File: config.mk
export PLATFORM = sky130hd
export DESIGN_NAME = strip_hit_cluster_finder_top
export DESIGN_NICKNAME = d
export VERILOG_FILES = /design/src/rtl/shc_pkg.sv /design/src/rtl/strip_hit_cluster_finder_top.sv /design/src/rtl/shc_ram.sv /design/src/rtl/shc_front.sv /design/src/rtl/shc_fifo.sv /design/src/rtl/shc_back.sv
export SDC_FILE = /design/constraint.sdc
export NUM_CORES = 2
export LEC_CHECK = 0
export BUFFER_PORTS_ARGS = -buffer_cell sky130_fd_sc_hd__buf_2
export CELL_PAD_IN_SITES_DETAIL_PLACEMENT = 2
export CELL_PAD_IN_SITES_GLOBAL_PLACEMENT = 2
export CORE_UTILIZATION = 48
export CTS_BUF_LIST = sky130_fd_sc_hd__clkbuf_8
export CTS_CLUSTER_SIZE = 8
export DETAILED_ROUTE_END_ITERATION = 10
export HOLD_SLACK_MARGIN = 0.02
export PLACE_DENSITY_LB_ADDON = 0.1
export SETUP_SLACK_MARGIN = 0.02
export SYNTH_ARGS = -nofsm -noshare
export SYNTH_HDL_FRONTEND = slang
export SYNTH_SLANG_ARGS = --single-unit
File: constraint.sdc
create_clock -name clk -period 8.8 [get_ports clk]
set_input_delay 0.44 -clock clk [delete_from_list [all_inputs] [get_ports clk]]
set_output_delay 0.44 -clock clk [all_outputs]
set_load 0.01 [all_outputs]
File: src/rtl/shc_pkg.sv
// Package for the strip hit cluster finder: field widths, the hit operation
// and cluster record types, the back-end state type and the saturating adder.
// No dependencies; every other file but shc_ram imports it.
`timescale 1ns / 1ps

package shc_pkg;

  localparam int STRIP_W    = 6;
  localparam int HIT_E_W    = 20;
  localparam int SIZE_W     = 7;
  localparam int SUM_W      = 24;
  localparam int MAX_STORED = 64;
  localparam int QUEUE_DEPTH = 4;

  localparam logic [HIT_E_W-1:0] THRESH_RESET = 20'd2000;
  localparam logic [SUM_W-1:0]   ENERGY_MAX   = 24'hFF_FFFF;

  // One classified hit as it travels from the front end to the back end.
  typedef struct packed {
    logic [STRIP_W-1:0] strip;
    logic [HIT_E_W-1:0] energy;
    logic               keep;
    logic               last;
  } hit_op_t;

  // One cluster request on the result channel.
  typedef struct packed {
    logic [STRIP_W-1:0] first_strip;
    logic [SIZE_W-1:0]  cluster_size;
    logic [SUM_W-1:0]   cluster_energy;
    logic               last_cluster;
  } cluster_t;

  typedef enum logic [2:0] {
    BK_IDLE,
    BK_ACC,
    BK_SCAN,
    BK_ADD,
    BK_FLUSH
  } back_state_t;

  // Adds two energies and clamps the sum to the largest 24-bit value.
  function automatic logic [SUM_W-1:0] sat_add(input logic [SUM_W-1:0] a,
                                               input logic [SUM_W-1:0] b);
    logic [SUM_W:0] s;
    s = {1'b0, a} + {1'b0, b};
    return s[SUM_W] ? ENERGY_MAX : s[SUM_W-1:0];
  endfunction

endpackage

File: src/rtl/strip_hit_cluster_finder_top.sv
// Top level of the strip hit cluster finder: front end, hit queue and back end.
// Depends on shc_pkg, shc_front, shc_fifo, shc_back and shc_ram.
//
//   Channel   Direction  Handshake            Payload
//   in_       input      in_valid/in_ready    strip_index, hit_energy, last_hit
//   out_      output     out_valid/out_ready  first_strip, cluster_size,
//                                             cluster_energy, last_cluster
//   cfg_      input      cfg_wr_en            cfg_wr_data (energy threshold)
//
// A hit below threshold is dropped as the back end takes it from the queue;
// a kept hit is read from the RAM, then written back with its energy added.
// At event end the scan visits each stored strip, adds each hit strip's energy
// after its registered read, then closes the scan and sends the final request.
// Reset is synchronous and active low; the hit marks clear at once, so no
// clearing pass is needed. The four-entry queue lets the input keep accepting,
// until full, while the back end scans or waits on a stalled result register.
`timescale 1ns / 1ps

module strip_hit_cluster_finder_top
  import shc_pkg::*;
#(
  parameter int NUM_STRIPS = 64
) (
  input  logic               clk,
  input  logic               rst_n,
  input  logic               cfg_wr_en,
  input  logic [HIT_E_W-1:0] cfg_wr_data,
  input  logic               in_valid,
  output logic               in_ready,
  input  logic [STRIP_W-1:0] in_strip_index,
  input  logic [HIT_E_W-1:0] in_hit_energy,
  input  logic               in_last_hit,
  output logic               out_valid,
  input  logic               out_ready,
  output logic [STRIP_W-1:0] out_first_strip,
  output logic [SIZE_W-1:0]  out_cluster_size,
  output logic [SUM_W-1:0]   out_cluster_energy,
  output logic               out_last_cluster
);

  logic     q_push;
  hit_op_t  q_push_data;
  logic     q_full;
  logic     q_pop;
  hit_op_t  q_head;
  logic     q_valid;
  cluster_t out_data;

  shc_front #(
    .NUM_STRIPS (NUM_STRIPS)
  ) u_front (
    .clk            (clk),
    .rst_n          (rst_n),
    .cfg_wr_en      (cfg_wr_en),
    .cfg_wr_data    (cfg_wr_data),
    .in_valid       (in_valid),
    .in_ready       (in_ready),
    .in_strip_index (in_strip_index),
    .in_hit_energy  (in_hit_energy),
    .in_last_hit    (in_last_hit),
    .q_push         (q_push),
    .q_push_data    (q_push_data),
    .q_full         (q_full)
  );

  shc_fifo u_queue (
    .clk        (clk),
    .rst_n      (rst_n),
    .push       (q_push),
    .push_data  (q_push_data),
    .full       (q_full),
    .pop        (q_pop),
    .head       (q_head),
    .head_valid (q_valid)
  );

  shc_back #(
    .NUM_STRIPS (NUM_STRIPS)
  ) u_back (
    .clk       (clk),
    .rst_n     (rst_n),
    .q_head    (q_head),
    .q_valid   (q_valid),
    .q_pop     (q_pop),
    .out_valid (out_valid),
    .out_ready (out_ready),
    .out_data  (out_data)
  );

  assign out_first_strip    = out_data.first_strip;
  assign out_cluster_size   = out_data.cluster_size;
  assign out_cluster_energy = out_data.cluster_energy;
  assign out_last_cluster   = out_data.last_cluster;

endmodule

File: src/rtl/shc_ram.sv
// Generic single-port-write, single-port-read RAM with registered read data.
// No dependencies.
`timescale 1ns / 1ps

module shc_ram #(
  parameter int WIDTH = 24,
  parameter int DEPTH = 64
) (
  input  logic                     clk,
  input  logic                     we,
  input  logic [$clog2(DEPTH)-1:0] waddr,
  input  logic [WIDTH-1:0]         wdata,
  input  logic [$clog2(DEPTH)-1:0] raddr,
  output logic [WIDTH-1:0]         rdata
);

  logic [WIDTH-1:0] mem [DEPTH];

  // Write port and registered read port.
  always_ff @(posedge clk) begin
    if (we) begin
      mem[waddr] <= wdata;
    end
    rdata <= mem[raddr];
  end

endmodule

File: src/rtl/shc_front.sv
// Front end of the cluster finder: holds the energy threshold register and
// classifies each incoming hit into a hit operation. Depends on shc_pkg.
`timescale 1ns / 1ps

module shc_front
  import shc_pkg::*;
#(
  parameter int NUM_STRIPS = 64
) (
  input  logic               clk,
  input  logic               rst_n,
  input  logic               cfg_wr_en,
  input  logic [HIT_E_W-1:0] cfg_wr_data,
  input  logic               in_valid,
  output logic               in_ready,
  input  logic [STRIP_W-1:0] in_strip_index,
  input  logic [HIT_E_W-1:0] in_hit_energy,
  input  logic               in_last_hit,
  output logic               q_push,
  output hit_op_t            q_push_data,
  input  logic               q_full
);

  logic [HIT_E_W-1:0] thresh_r;
  logic [HIT_E_W-1:0] thresh_nxt;
  logic               in_range;

  // Threshold register; the user must write it only while the block is idle, which the block itself does not enforce.
  always_comb begin
    thresh_nxt = cfg_wr_en ? cfg_wr_data : thresh_r;
  end

  always_ff @(posedge clk) begin
    if (!rst_n) begin
      thresh_r <= THRESH_RESET;
    end else begin
      thresh_r <= thresh_nxt;
    end
  end

  // A hit counts when its strip exists and its energy is above threshold.
  assign in_range = 32'(in_strip_index) < NUM_STRIPS;

  assign in_ready    = !q_full;
  assign q_push      = in_valid && !q_full;
  assign q_push_data = '{strip:  in_strip_index,
                         energy: in_hit_energy,
                         keep:   in_range && (in_hit_energy > thresh_r),
                         last:   in_last_hit};

endmodule

File: src/rtl/shc_fifo.sv
// Short queue of hit operations between the front end and the back end.
// Depends on shc_pkg.
`timescale 1ns / 1ps

module shc_fifo
  import shc_pkg::*;
(
  input  logic    clk,
  input  logic    rst_n,
  input  logic    push,
  input  hit_op_t push_data,
  output logic    full,
  input  logic    pop,
  output hit_op_t head,
  output logic    head_valid
);

  localparam int PW = $clog2(QUEUE_DEPTH);
  localparam int CW = $clog2(QUEUE_DEPTH + 1);

  hit_op_t         slot_r [QUEUE_DEPTH];
  logic [PW-1:0]   wr_ptr_r, wr_ptr_nxt;
  logic [PW-1:0]   rd_ptr_r, rd_ptr_nxt;
  logic [CW-1:0]   count_r, count_nxt;
  logic            do_pop;

  assign full       = count_r == CW'(QUEUE_DEPTH);
  assign head_valid = count_r != '0;
  assign head       = slot_r[rd_ptr_r];
  assign do_pop     = pop && head_valid;

  // Pointer and fill count update.
  always_comb begin
    wr_ptr_nxt = push ? wr_ptr_r + 1'b1 : wr_ptr_r;
    rd_ptr_nxt = do_pop ? rd_ptr_r + 1'b1 : rd_ptr_r;
    count_nxt  = count_r;
    if (push && !do_pop) begin
      count_nxt = count_r + 1'b1;
    end else if (!push && do_pop) begin
      count_nxt = count_r - 1'b1;
    end
  end

  always_ff @(posedge clk) begin
    if (!rst_n) begin
      wr_ptr_r <= '0;
      rd_ptr_r <= '0;
      count_r  <= '0;
    end else begin
      wr_ptr_r <= wr_ptr_nxt;
      rd_ptr_r <= rd_ptr_nxt;
      count_r  <= count_nxt;
    end
  end

  // Payload slots carry no reset.
  always_ff @(posedge clk) begin
    if (push) begin
      slot_r[wr_ptr_r] <= push_data;
    end
  end

`ifndef ASSERT_OFF
  a_no_overflow: assert property (@(posedge clk) disable iff (!rst_n)
    full |=> !(count_r == CW'(QUEUE_DEPTH) && $past(push) && !$past(do_pop)
               && $past(count_r) == CW'(QUEUE_DEPTH)))
    else $error("queue written while full");
  a_count_bound: assert property (@(posedge clk) disable iff (!rst_n)
    count_r <= CW'(QUEUE_DEPTH))
    else $error("queue count out of range");
  a_empty_no_pop: assert property (@(posedge clk) disable iff (!rst_n)
    !head_valid && !push |=> count_r == '0)
    else $error("queue count changed without traffic");
`endif

endmodule

File: src/rtl/shc_back.sv
// Back end of the cluster finder: accumulates kept hits into the strip energy
// RAM, scans the strips at event end and drives the result register.
// Depends on shc_pkg and shc_ram.
`timescale 1ns / 1ps

module shc_back
  import shc_pkg::*;
#(
  parameter int NUM_STRIPS = 64
) (
  input  logic     clk,
  input  logic     rst_n,
  input  hit_op_t  q_head,
  input  logic     q_valid,
  output logic     q_pop,
  output logic     out_valid,
  input  logic     out_ready,
  output cluster_t out_data
);

  // Only strips reachable through a 6-bit index are ever stored.
  localparam int NUM_STORED = (NUM_STRIPS < MAX_STORED) ? NUM_STRIPS : MAX_STORED;
  localparam int AW = $clog2(NUM_STORED);
  localparam int IW = $clog2(NUM_STORED + 1);

  back_state_t            state_r, state_nxt;
  hit_op_t                op_r, op_nxt;
  logic [NUM_STORED-1:0]  hit_r, hit_nxt;
  logic [IW-1:0]          idx_r, idx_nxt;
  logic                   in_run_r, in_run_nxt;
  logic [STRIP_W-1:0]     run_start_r, run_start_nxt;
  logic [SIZE_W-1:0]      run_size_r, run_size_nxt;
  logic [SUM_W-1:0]       run_sum_r, run_sum_nxt;
  logic                   pend_vld_r, pend_vld_nxt;
  cluster_t               pend_r, pend_nxt;
  logic                   out_valid_r, out_valid_nxt;
  cluster_t               out_r, out_nxt;

  logic                   ram_we;
  logic [AW-1:0]          ram_waddr;
  logic [SUM_W-1:0]       ram_wdata;
  logic [AW-1:0]          ram_raddr;
  logic [SUM_W-1:0]       ram_rdata;

  logic                   out_free;
  logic                   push_c;
  cluster_t               push_data;
  logic                   scan_end;
  logic                   cur_hit;
  logic [AW-1:0]          op_addr;
  logic [AW-1:0]          idx_addr;

  shc_ram #(
    .WIDTH (SUM_W),
    .DEPTH (NUM_STORED)
  ) u_energy_ram (
    .clk   (clk),
    .we    (ram_we),
    .waddr (ram_waddr),
    .wdata (ram_wdata),
    .raddr (ram_raddr),
    .rdata (ram_rdata)
  );

  assign out_free  = !out_valid_r || out_ready;
  assign op_addr   = op_r.strip[AW-1:0];
  assign idx_addr  = idx_r[AW-1:0];
  assign scan_end  = idx_r == IW'(NUM_STORED);
  assign cur_hit   = !scan_end && hit_r[idx_addr];
  assign ram_raddr = (state_r == BK_IDLE) ? q_head.strip[AW-1:0] : idx_addr;
  assign ram_waddr = op_addr;
  // A strip not yet hit in this event counts as zero energy.
  assign ram_wdata = sat_add(hit_r[op_addr] ? ram_rdata : '0,
                             {{(SUM_W-HIT_E_W){1'b0}}, op_r.energy});

  // Next state, accumulation, scan and result requests.
  always_comb begin
    state_nxt     = state_r;
    op_nxt        = op_r;
    hit_nxt       = hit_r;
    idx_nxt       = idx_r;
    in_run_nxt    = in_run_r;
    run_start_nxt = run_start_r;
    run_size_nxt  = run_size_r;
    run_sum_nxt   = run_sum_r;
    pend_vld_nxt  = pend_vld_r;
    pend_nxt      = pend_r;
    q_pop         = 1'b0;
    ram_we        = 1'b0;
    push_c        = 1'b0;
    push_data     = pend_r;

    case (state_r)
      BK_IDLE: begin
        if (q_valid) begin
          q_pop  = 1'b1;
          op_nxt = q_head;
          if (q_head.keep) begin
            state_nxt = BK_ACC;
          end else if (q_head.last) begin
            state_nxt  = BK_SCAN;
            idx_nxt    = '0;
            in_run_nxt = 1'b0;
          end
        end
      end
      BK_ACC: begin
        ram_we           = 1'b1;
        hit_nxt[op_addr] = 1'b1;
        if (op_r.last) begin
          state_nxt  = BK_SCAN;
          idx_nxt    = '0;
          in_run_nxt = 1'b0;
        end else begin
          state_nxt = BK_IDLE;
        end
      end
      BK_SCAN: begin
        if (cur_hit) begin
          // Hit strip: its energy is read now and added next cycle.
          if (!in_run_r) begin
            run_start_nxt = STRIP_W'(idx_r);
            run_size_nxt  = '0;
            run_sum_nxt   = '0;
          end
          state_nxt = BK_ADD;
        end else if (in_run_r) begin
          // A run just ended; the held cluster goes out and this one is held.
          if (!pend_vld_r || out_free) begin
            push_c       = pend_vld_r;
            pend_nxt     = '{first_strip:    run_start_r,
                             cluster_size:   run_size_r,
                             cluster_energy: run_sum_r,
                             last_cluster:   1'b0};
            pend_vld_nxt = 1'b1;
            in_run_nxt   = 1'b0;
            if (scan_end) begin
              state_nxt = BK_FLUSH;
            end else begin
              idx_nxt = idx_r + 1'b1;
            end
          end
        end else if (scan_end) begin
          state_nxt = BK_FLUSH;
        end else begin
          idx_nxt = idx_r + 1'b1;
        end
      end
      BK_ADD: begin
        run_sum_nxt  = sat_add(run_sum_r, ram_rdata);
        run_size_nxt = run_size_r + 1'b1;
        in_run_nxt   = 1'b1;
        idx_nxt      = idx_r + 1'b1;
        state_nxt    = BK_SCAN;
      end
      BK_FLUSH: begin
        // Final result of the event; the hit marks are cleared as it is sent.
        if (out_free) begin
          push_c = 1'b1;
          if (pend_vld_r) begin
            push_data              = pend_r;
            push_data.last_cluster = 1'b1;
          end else begin
            push_data = '{first_strip:    '0,
                          cluster_size:   '0,
                          cluster_energy: '0,
                          last_cluster:   1'b1};
          end
          pend_vld_nxt = 1'b0;
          hit_nxt      = '0;
          state_nxt    = BK_IDLE;
        end
      end
      default: begin
        state_nxt = BK_IDLE;
      end
    endcase

    out_valid_nxt = out_valid_r && !out_ready;
    out_nxt       = out_r;
    if (push_c) begin
      out_valid_nxt = 1'b1;
      out_nxt       = push_data;
    end
  end

  // Control registers.
  always_ff @(posedge clk) begin
    if (!rst_n) begin
      state_r     <= BK_IDLE;
      hit_r       <= '0;
      idx_r       <= '0;
      in_run_r    <= 1'b0;
      pend_vld_r  <= 1'b0;
      out_valid_r <= 1'b0;
    end else begin
      state_r     <= state_nxt;
      hit_r       <= hit_nxt;
      idx_r       <= idx_nxt;
      in_run_r    <= in_run_nxt;
      pend_vld_r  <= pend_vld_nxt;
      out_valid_r <= out_valid_nxt;
    end
  end

  // Payload registers.
  always_ff @(posedge clk) begin
    op_r        <= op_nxt;
    run_start_r <= run_start_nxt;
    run_size_r  <= run_size_nxt;
    run_sum_r   <= run_sum_nxt;
    pend_r      <= pend_nxt;
    out_r       <= out_nxt;
  end

  assign out_valid = out_valid_r;
  assign out_data  = out_r;

`ifndef ASSERT_OFF
  a_push_slot_free: assert property (@(posedge clk) disable iff (!rst_n)
    push_c |-> out_free)
    else $error("result register overwritten while still held");
  a_flush_clears: assert property (@(posedge clk) disable iff (!rst_n)
    state_r == BK_FLUSH && out_free |=> hit_r == '0 && !pend_vld_r)
    else $error("hit marks not cleared after event");
  a_empty_is_last: assert property (@(posedge clk) disable iff (!rst_n)
    out_valid_r && out_r.cluster_size == '0 |-> out_r.last_cluster)
    else $error("empty cluster result without end-of-event flag");
  a_add_after_scan: assert property (@(posedge clk) disable iff (!rst_n)
    state_r == BK_ADD |-> $past(state_r) == BK_SCAN)
    else $error("energy add step entered out of order");
`endif

endmodule

==> summary.md <==
| Metric | Value |
|---|---|
| Layout Utilization | `between 50% and 60%` |
| Final GP Congestion | `between 0.8 and 0.9` |
| Multiplexer area fraction after synthesis | `just under 4%` |
| Clk pin slew, worst setup/hold paths | `0.07 ns` |
| Post-detailed-route count of antenna-violating nets | `0` |
| Cell Area, Synth | `76700 um^2` |
| Num Clock Sinks | `roughly 1900` |
| Peak VDD IR | `approximately 0.00044 V` |
| Final net count | `slightly above 6000` |
| Status | `complete, no violations` |
| Post-CTS setup buffer count | `0` |
| R2r endpoint | `u_back.u_energy_ram.mem[11][21]` |
| List of most frequent post-synthesis cells | `edfxtp_1, nand2_1, nand3_1` |
| Layout cells sized above 1 | `about 13%` |
| Cells after DPL | `between 7000 and 8000` |
| Final setup TNS | `0 ns` |
| Slew @ Worst Pin | `1.46 ns` |
| Total Die Area | `around 160000 um^2` |
| Post-Syn Instances | `around 5600` |
| Synth Warn # | `0` |
| Dominant synthesized flop cell | `edfxtp_1` |
| Clock root buffer | `clkbuf_8` |
| DR vias | `around 56000` |
| Min-delay worst type | `in2reg` |
| Area contributors post-synth | `edfxtp_1, nand2_1, dfxtp_1` |
| Total gr overflow | `0` |
| Finish-stage setup viols | `0` |
| Vias in the first global route | `roughly 60000` |
| Hold endpoint | `u_front.thresh_r[2]` |
| Unique masters post-synth | `82` |
| Placed Area | `around 80000 um^2` |
| Worst skew pair latency | `about 1.1 ns` |
| Critical R2R Launch | `u_back.op_addr[1]` |
| Max-Cap Viols | `0` |
| Sequential Power Share | `about two fifths` |
| P_sw | `0.0158 W` |
| Max clock buf depth | `4` |
| CTS tree | `yes` |
| Req. time, crit path | `9.55 ns` |
| Max-slew violation count | `0` |
| EDFF count, synth | `around 1800` |
| Worst EP arrival | `9.09 ns` |
| Clock skew | `between 0.09 and 0.1 ns` |
| Fmax | `0.120 GHz` |
| Num ports | `92` |
| Area Overhead vs Synth | `13.0%` |
| Cell taking the most area after synthesis | `edfxtp_1` |
| Chip height | `about 400 um` |
| Syn Area/Cell | `roughly 14 um^2` |
| CTS buffer count | `about 340` |
| Post-synthesis xor/xnor area fraction | `0.502%` |
| Pre-antenna DRT Iters | `6` |
| Via density | `around 7` |
| Beginning of the worst hold path | `cfg_wr_en` |
| Syn Nets | `5705` |
| Comb pwr share | `38.8%` |
| Cts hold-fix bufs | `between 60 and 70` |
| DP HPWL | `about 170000 um` |
| Synth Area in Adders | `under 10%` |
| Critical path endpoint category | `flop` |
| Leakage | `~30 nW` |
| Min Tclk post-route | `approximately 8.3 ns` |
| Pwr/cell area | `approximately 400 nW/um^2` |
| Period utilization | `94.8%` |
| Async set-or-reset flop fraction in the synthesized netlist | `0%` |
| Critical path class | `reg2reg` |
| Port bufs | `slightly above 90` |
| Final hold violations | `0` |
| H-tree levels | `5` |
| DRC | `0` |
| First-pass GRT wire length | `between 400000 and 500000 um` |
| Post-synthesis register bit count | `roughly 1900` |
| R2r setup slk | `0.45 ns` |
| WL per Instance | `between 40 and 50 um` |
| Initial core utilization | `between 40 and 50%` |
| Simple logic cell fraction of the synthesized area | `13.4%` |
| Worst Reg2Reg Path Length in Cells | `17` |
| RSZ-0062 raised after global routing | `no` |
| Core ar. | `159000 um^2` |
| Total GRT Usage | `about two fifths` |
| Worst setup SP type | `flop` |
| Clock power frac | `about 23%` |
| Sequential area share after synthesis | `73.4%` |
| Final Cell Area | `86700 um^2` |
| P_int | `~0.020 W` |
| Final WL | `338000 um` |
| Most frequent cell after synthesis | `edfxtp_1` |
| Net Sw Frac | `between 40% and 50%` |
| Hold path cells | `3` |
| Largest net degree at the start of global routing | `around 160` |
| Main combinational cell family by area after synthesis | `simple AND/OR/NAND/NOR gates` |
| DIE WIDTH | `around 400 um` |
| Non-filler instance count after layout | `8241` |
| Post-synthesis compound-gate area fraction | `5.52%` |
| Slew headroom | `2.23%` |
| Initial antenna violation count | `14` |
| Yosys top cell area share | `a little over two thirds` |
| # rows | `146` |
| Worst-path maximum fanout | `64` |
| Drt initial violations | `6830` |
| Cts repair resizes | `0` |
-- power by group through the flow --
stage,logic (W),clock network (W),registers [W]
final,0.0138,0.00810,0.0138
after global routing,0.0141,0.00843,0.0137
after CTS,0.0130,0.00776,0.0137
after detailed placement,0.0126,0,0.0139
after global placement,0.0117,0,0.0138
after floorplan,0.00696,0,0.0137
-- how the worst max path moves through the flow --
stage | cells past startpoint | slack (ns) | start | endpoint
after floorplan | 16 | 1.12 | u_back.op_addr[1] | u_back.u_energy_ram.mem[0][21]
after global placement | 16 | 1.72 | u_back.op_addr[1] | u_back.u_energy_ram.mem[18][14]
after detailed placement | 18 | 1.39 | u_back.op_addr[0] | u_back.u_energy_ram.mem[26][16]
after CTS | 19 | 1.0 | u_back.op_addr[0] | u_back.u_energy_ram.mem[27][21]
after global routing | 19 | 0.34 | u_back.op_addr[0] | u_back.u_energy_ram.mem[10][21]
final | 17 | 0.45 | u_back.op_addr[1] | u_back.u_energy_ram.mem[11][21]
-- sequential cells by signal, indices dropped and copies added, names as in the netlist, 7 cells and up, named ones only --
signal and flops:
u_back.idx_r 7, u_back.u_energy_ram.mem 1536, u_back.out_data 38, u_back.run_sum_r 24, u_back.pend_r 37, u_back.hit_r 64, u_back.op_r 21, u_back.u_energy_ram.rdata 24
u_queue.slot_r 112, u_front.thresh_r 20, u_back.run_size_r 7
-- cell usage in the layout, fill, tap and decap left out, types with 61 or more instances in the layout --
cell type,instances
clkbuf_8,361
dlygate4sd3_1,69
nand4_1,80
inv_1,186
buf_2,91
buf_4,152
nor2b_1,84
edfxtp_1,1787
a21oi_1,133
a31oi_1,103
nor2_1,162
mux2i_1,173
nand3_1,474
ha_1,72
a32oi_1,144
nor2_2,62
nand2_1,1320
clkinv_1,61
dfxtp_1,129
-- metrics by stage --
step / hold slack, ns / setup WS (ns) / power (W)
finish: 0.0995 / 0.455 / 0.0357
floorplan: 0.400 / 1.12 / 0.0207
detailed placement: 0.407 / 1.39 / 0.0265
global route: 0.0951 / 0.335 / 0.0362
CTS: 0.0280 / 0.997 / 0.0345
global placement: 0.400 / 1.72 / 0.0256
-- cell families after synthesis --
| family | Yosys count |
|---|---|
| AO/OA/AOI/OAI | 593 |
| adder cells (fa/ha/maj) | 75 |
| multiplexers | 233 |
| AND/OR/NAND/NOR | 2350 |
| buffers and inverters | 366 |
| XOR/XNOR | 44 |
| flip-flops | 1917 |
-- routing by layer --
metal,global-route usage (%),vias to the layer above,part of all wire [%]
met5,0,-,0.022
met4,27.4,8,7.7
met3,8.86,1274,8.9
met2,66.7,3936,48
met1,48.5,29289,35
li1,-,21526,-
-- worst max-delay path, stage by stage (launching register included) --
cell	delay [ns]
edfxtp_1	0.98
and2b_1	0.34
a221oi_1	0.35
o221a_2	0.24
o22ai_1	0.13
nor4b_4	0.80
buf_4	0.52
nor2b_1	0.12
ha_1	0.39
a2111oi_0	0.69
o21ai_0	0.33
nand4_1	0.27
o21ai_0	0.34
a311oi_1	0.75
o21ai_0	0.39
and2_1	0.30
a311oi_4	0.29
buf_4	0.65
-- final cells by class --
cell class,instances,area (um^2)
clock buffers,361,4970
fillers,14271,71900
inverters,42,158
well taps,2072,2590
flip-flops and latches,1917,56300
diodes,12,30.0
repair buffers,322,2460
multi-input cells,3295,19400
clock inverters,220,860
(Power assumes the default switching activity.)
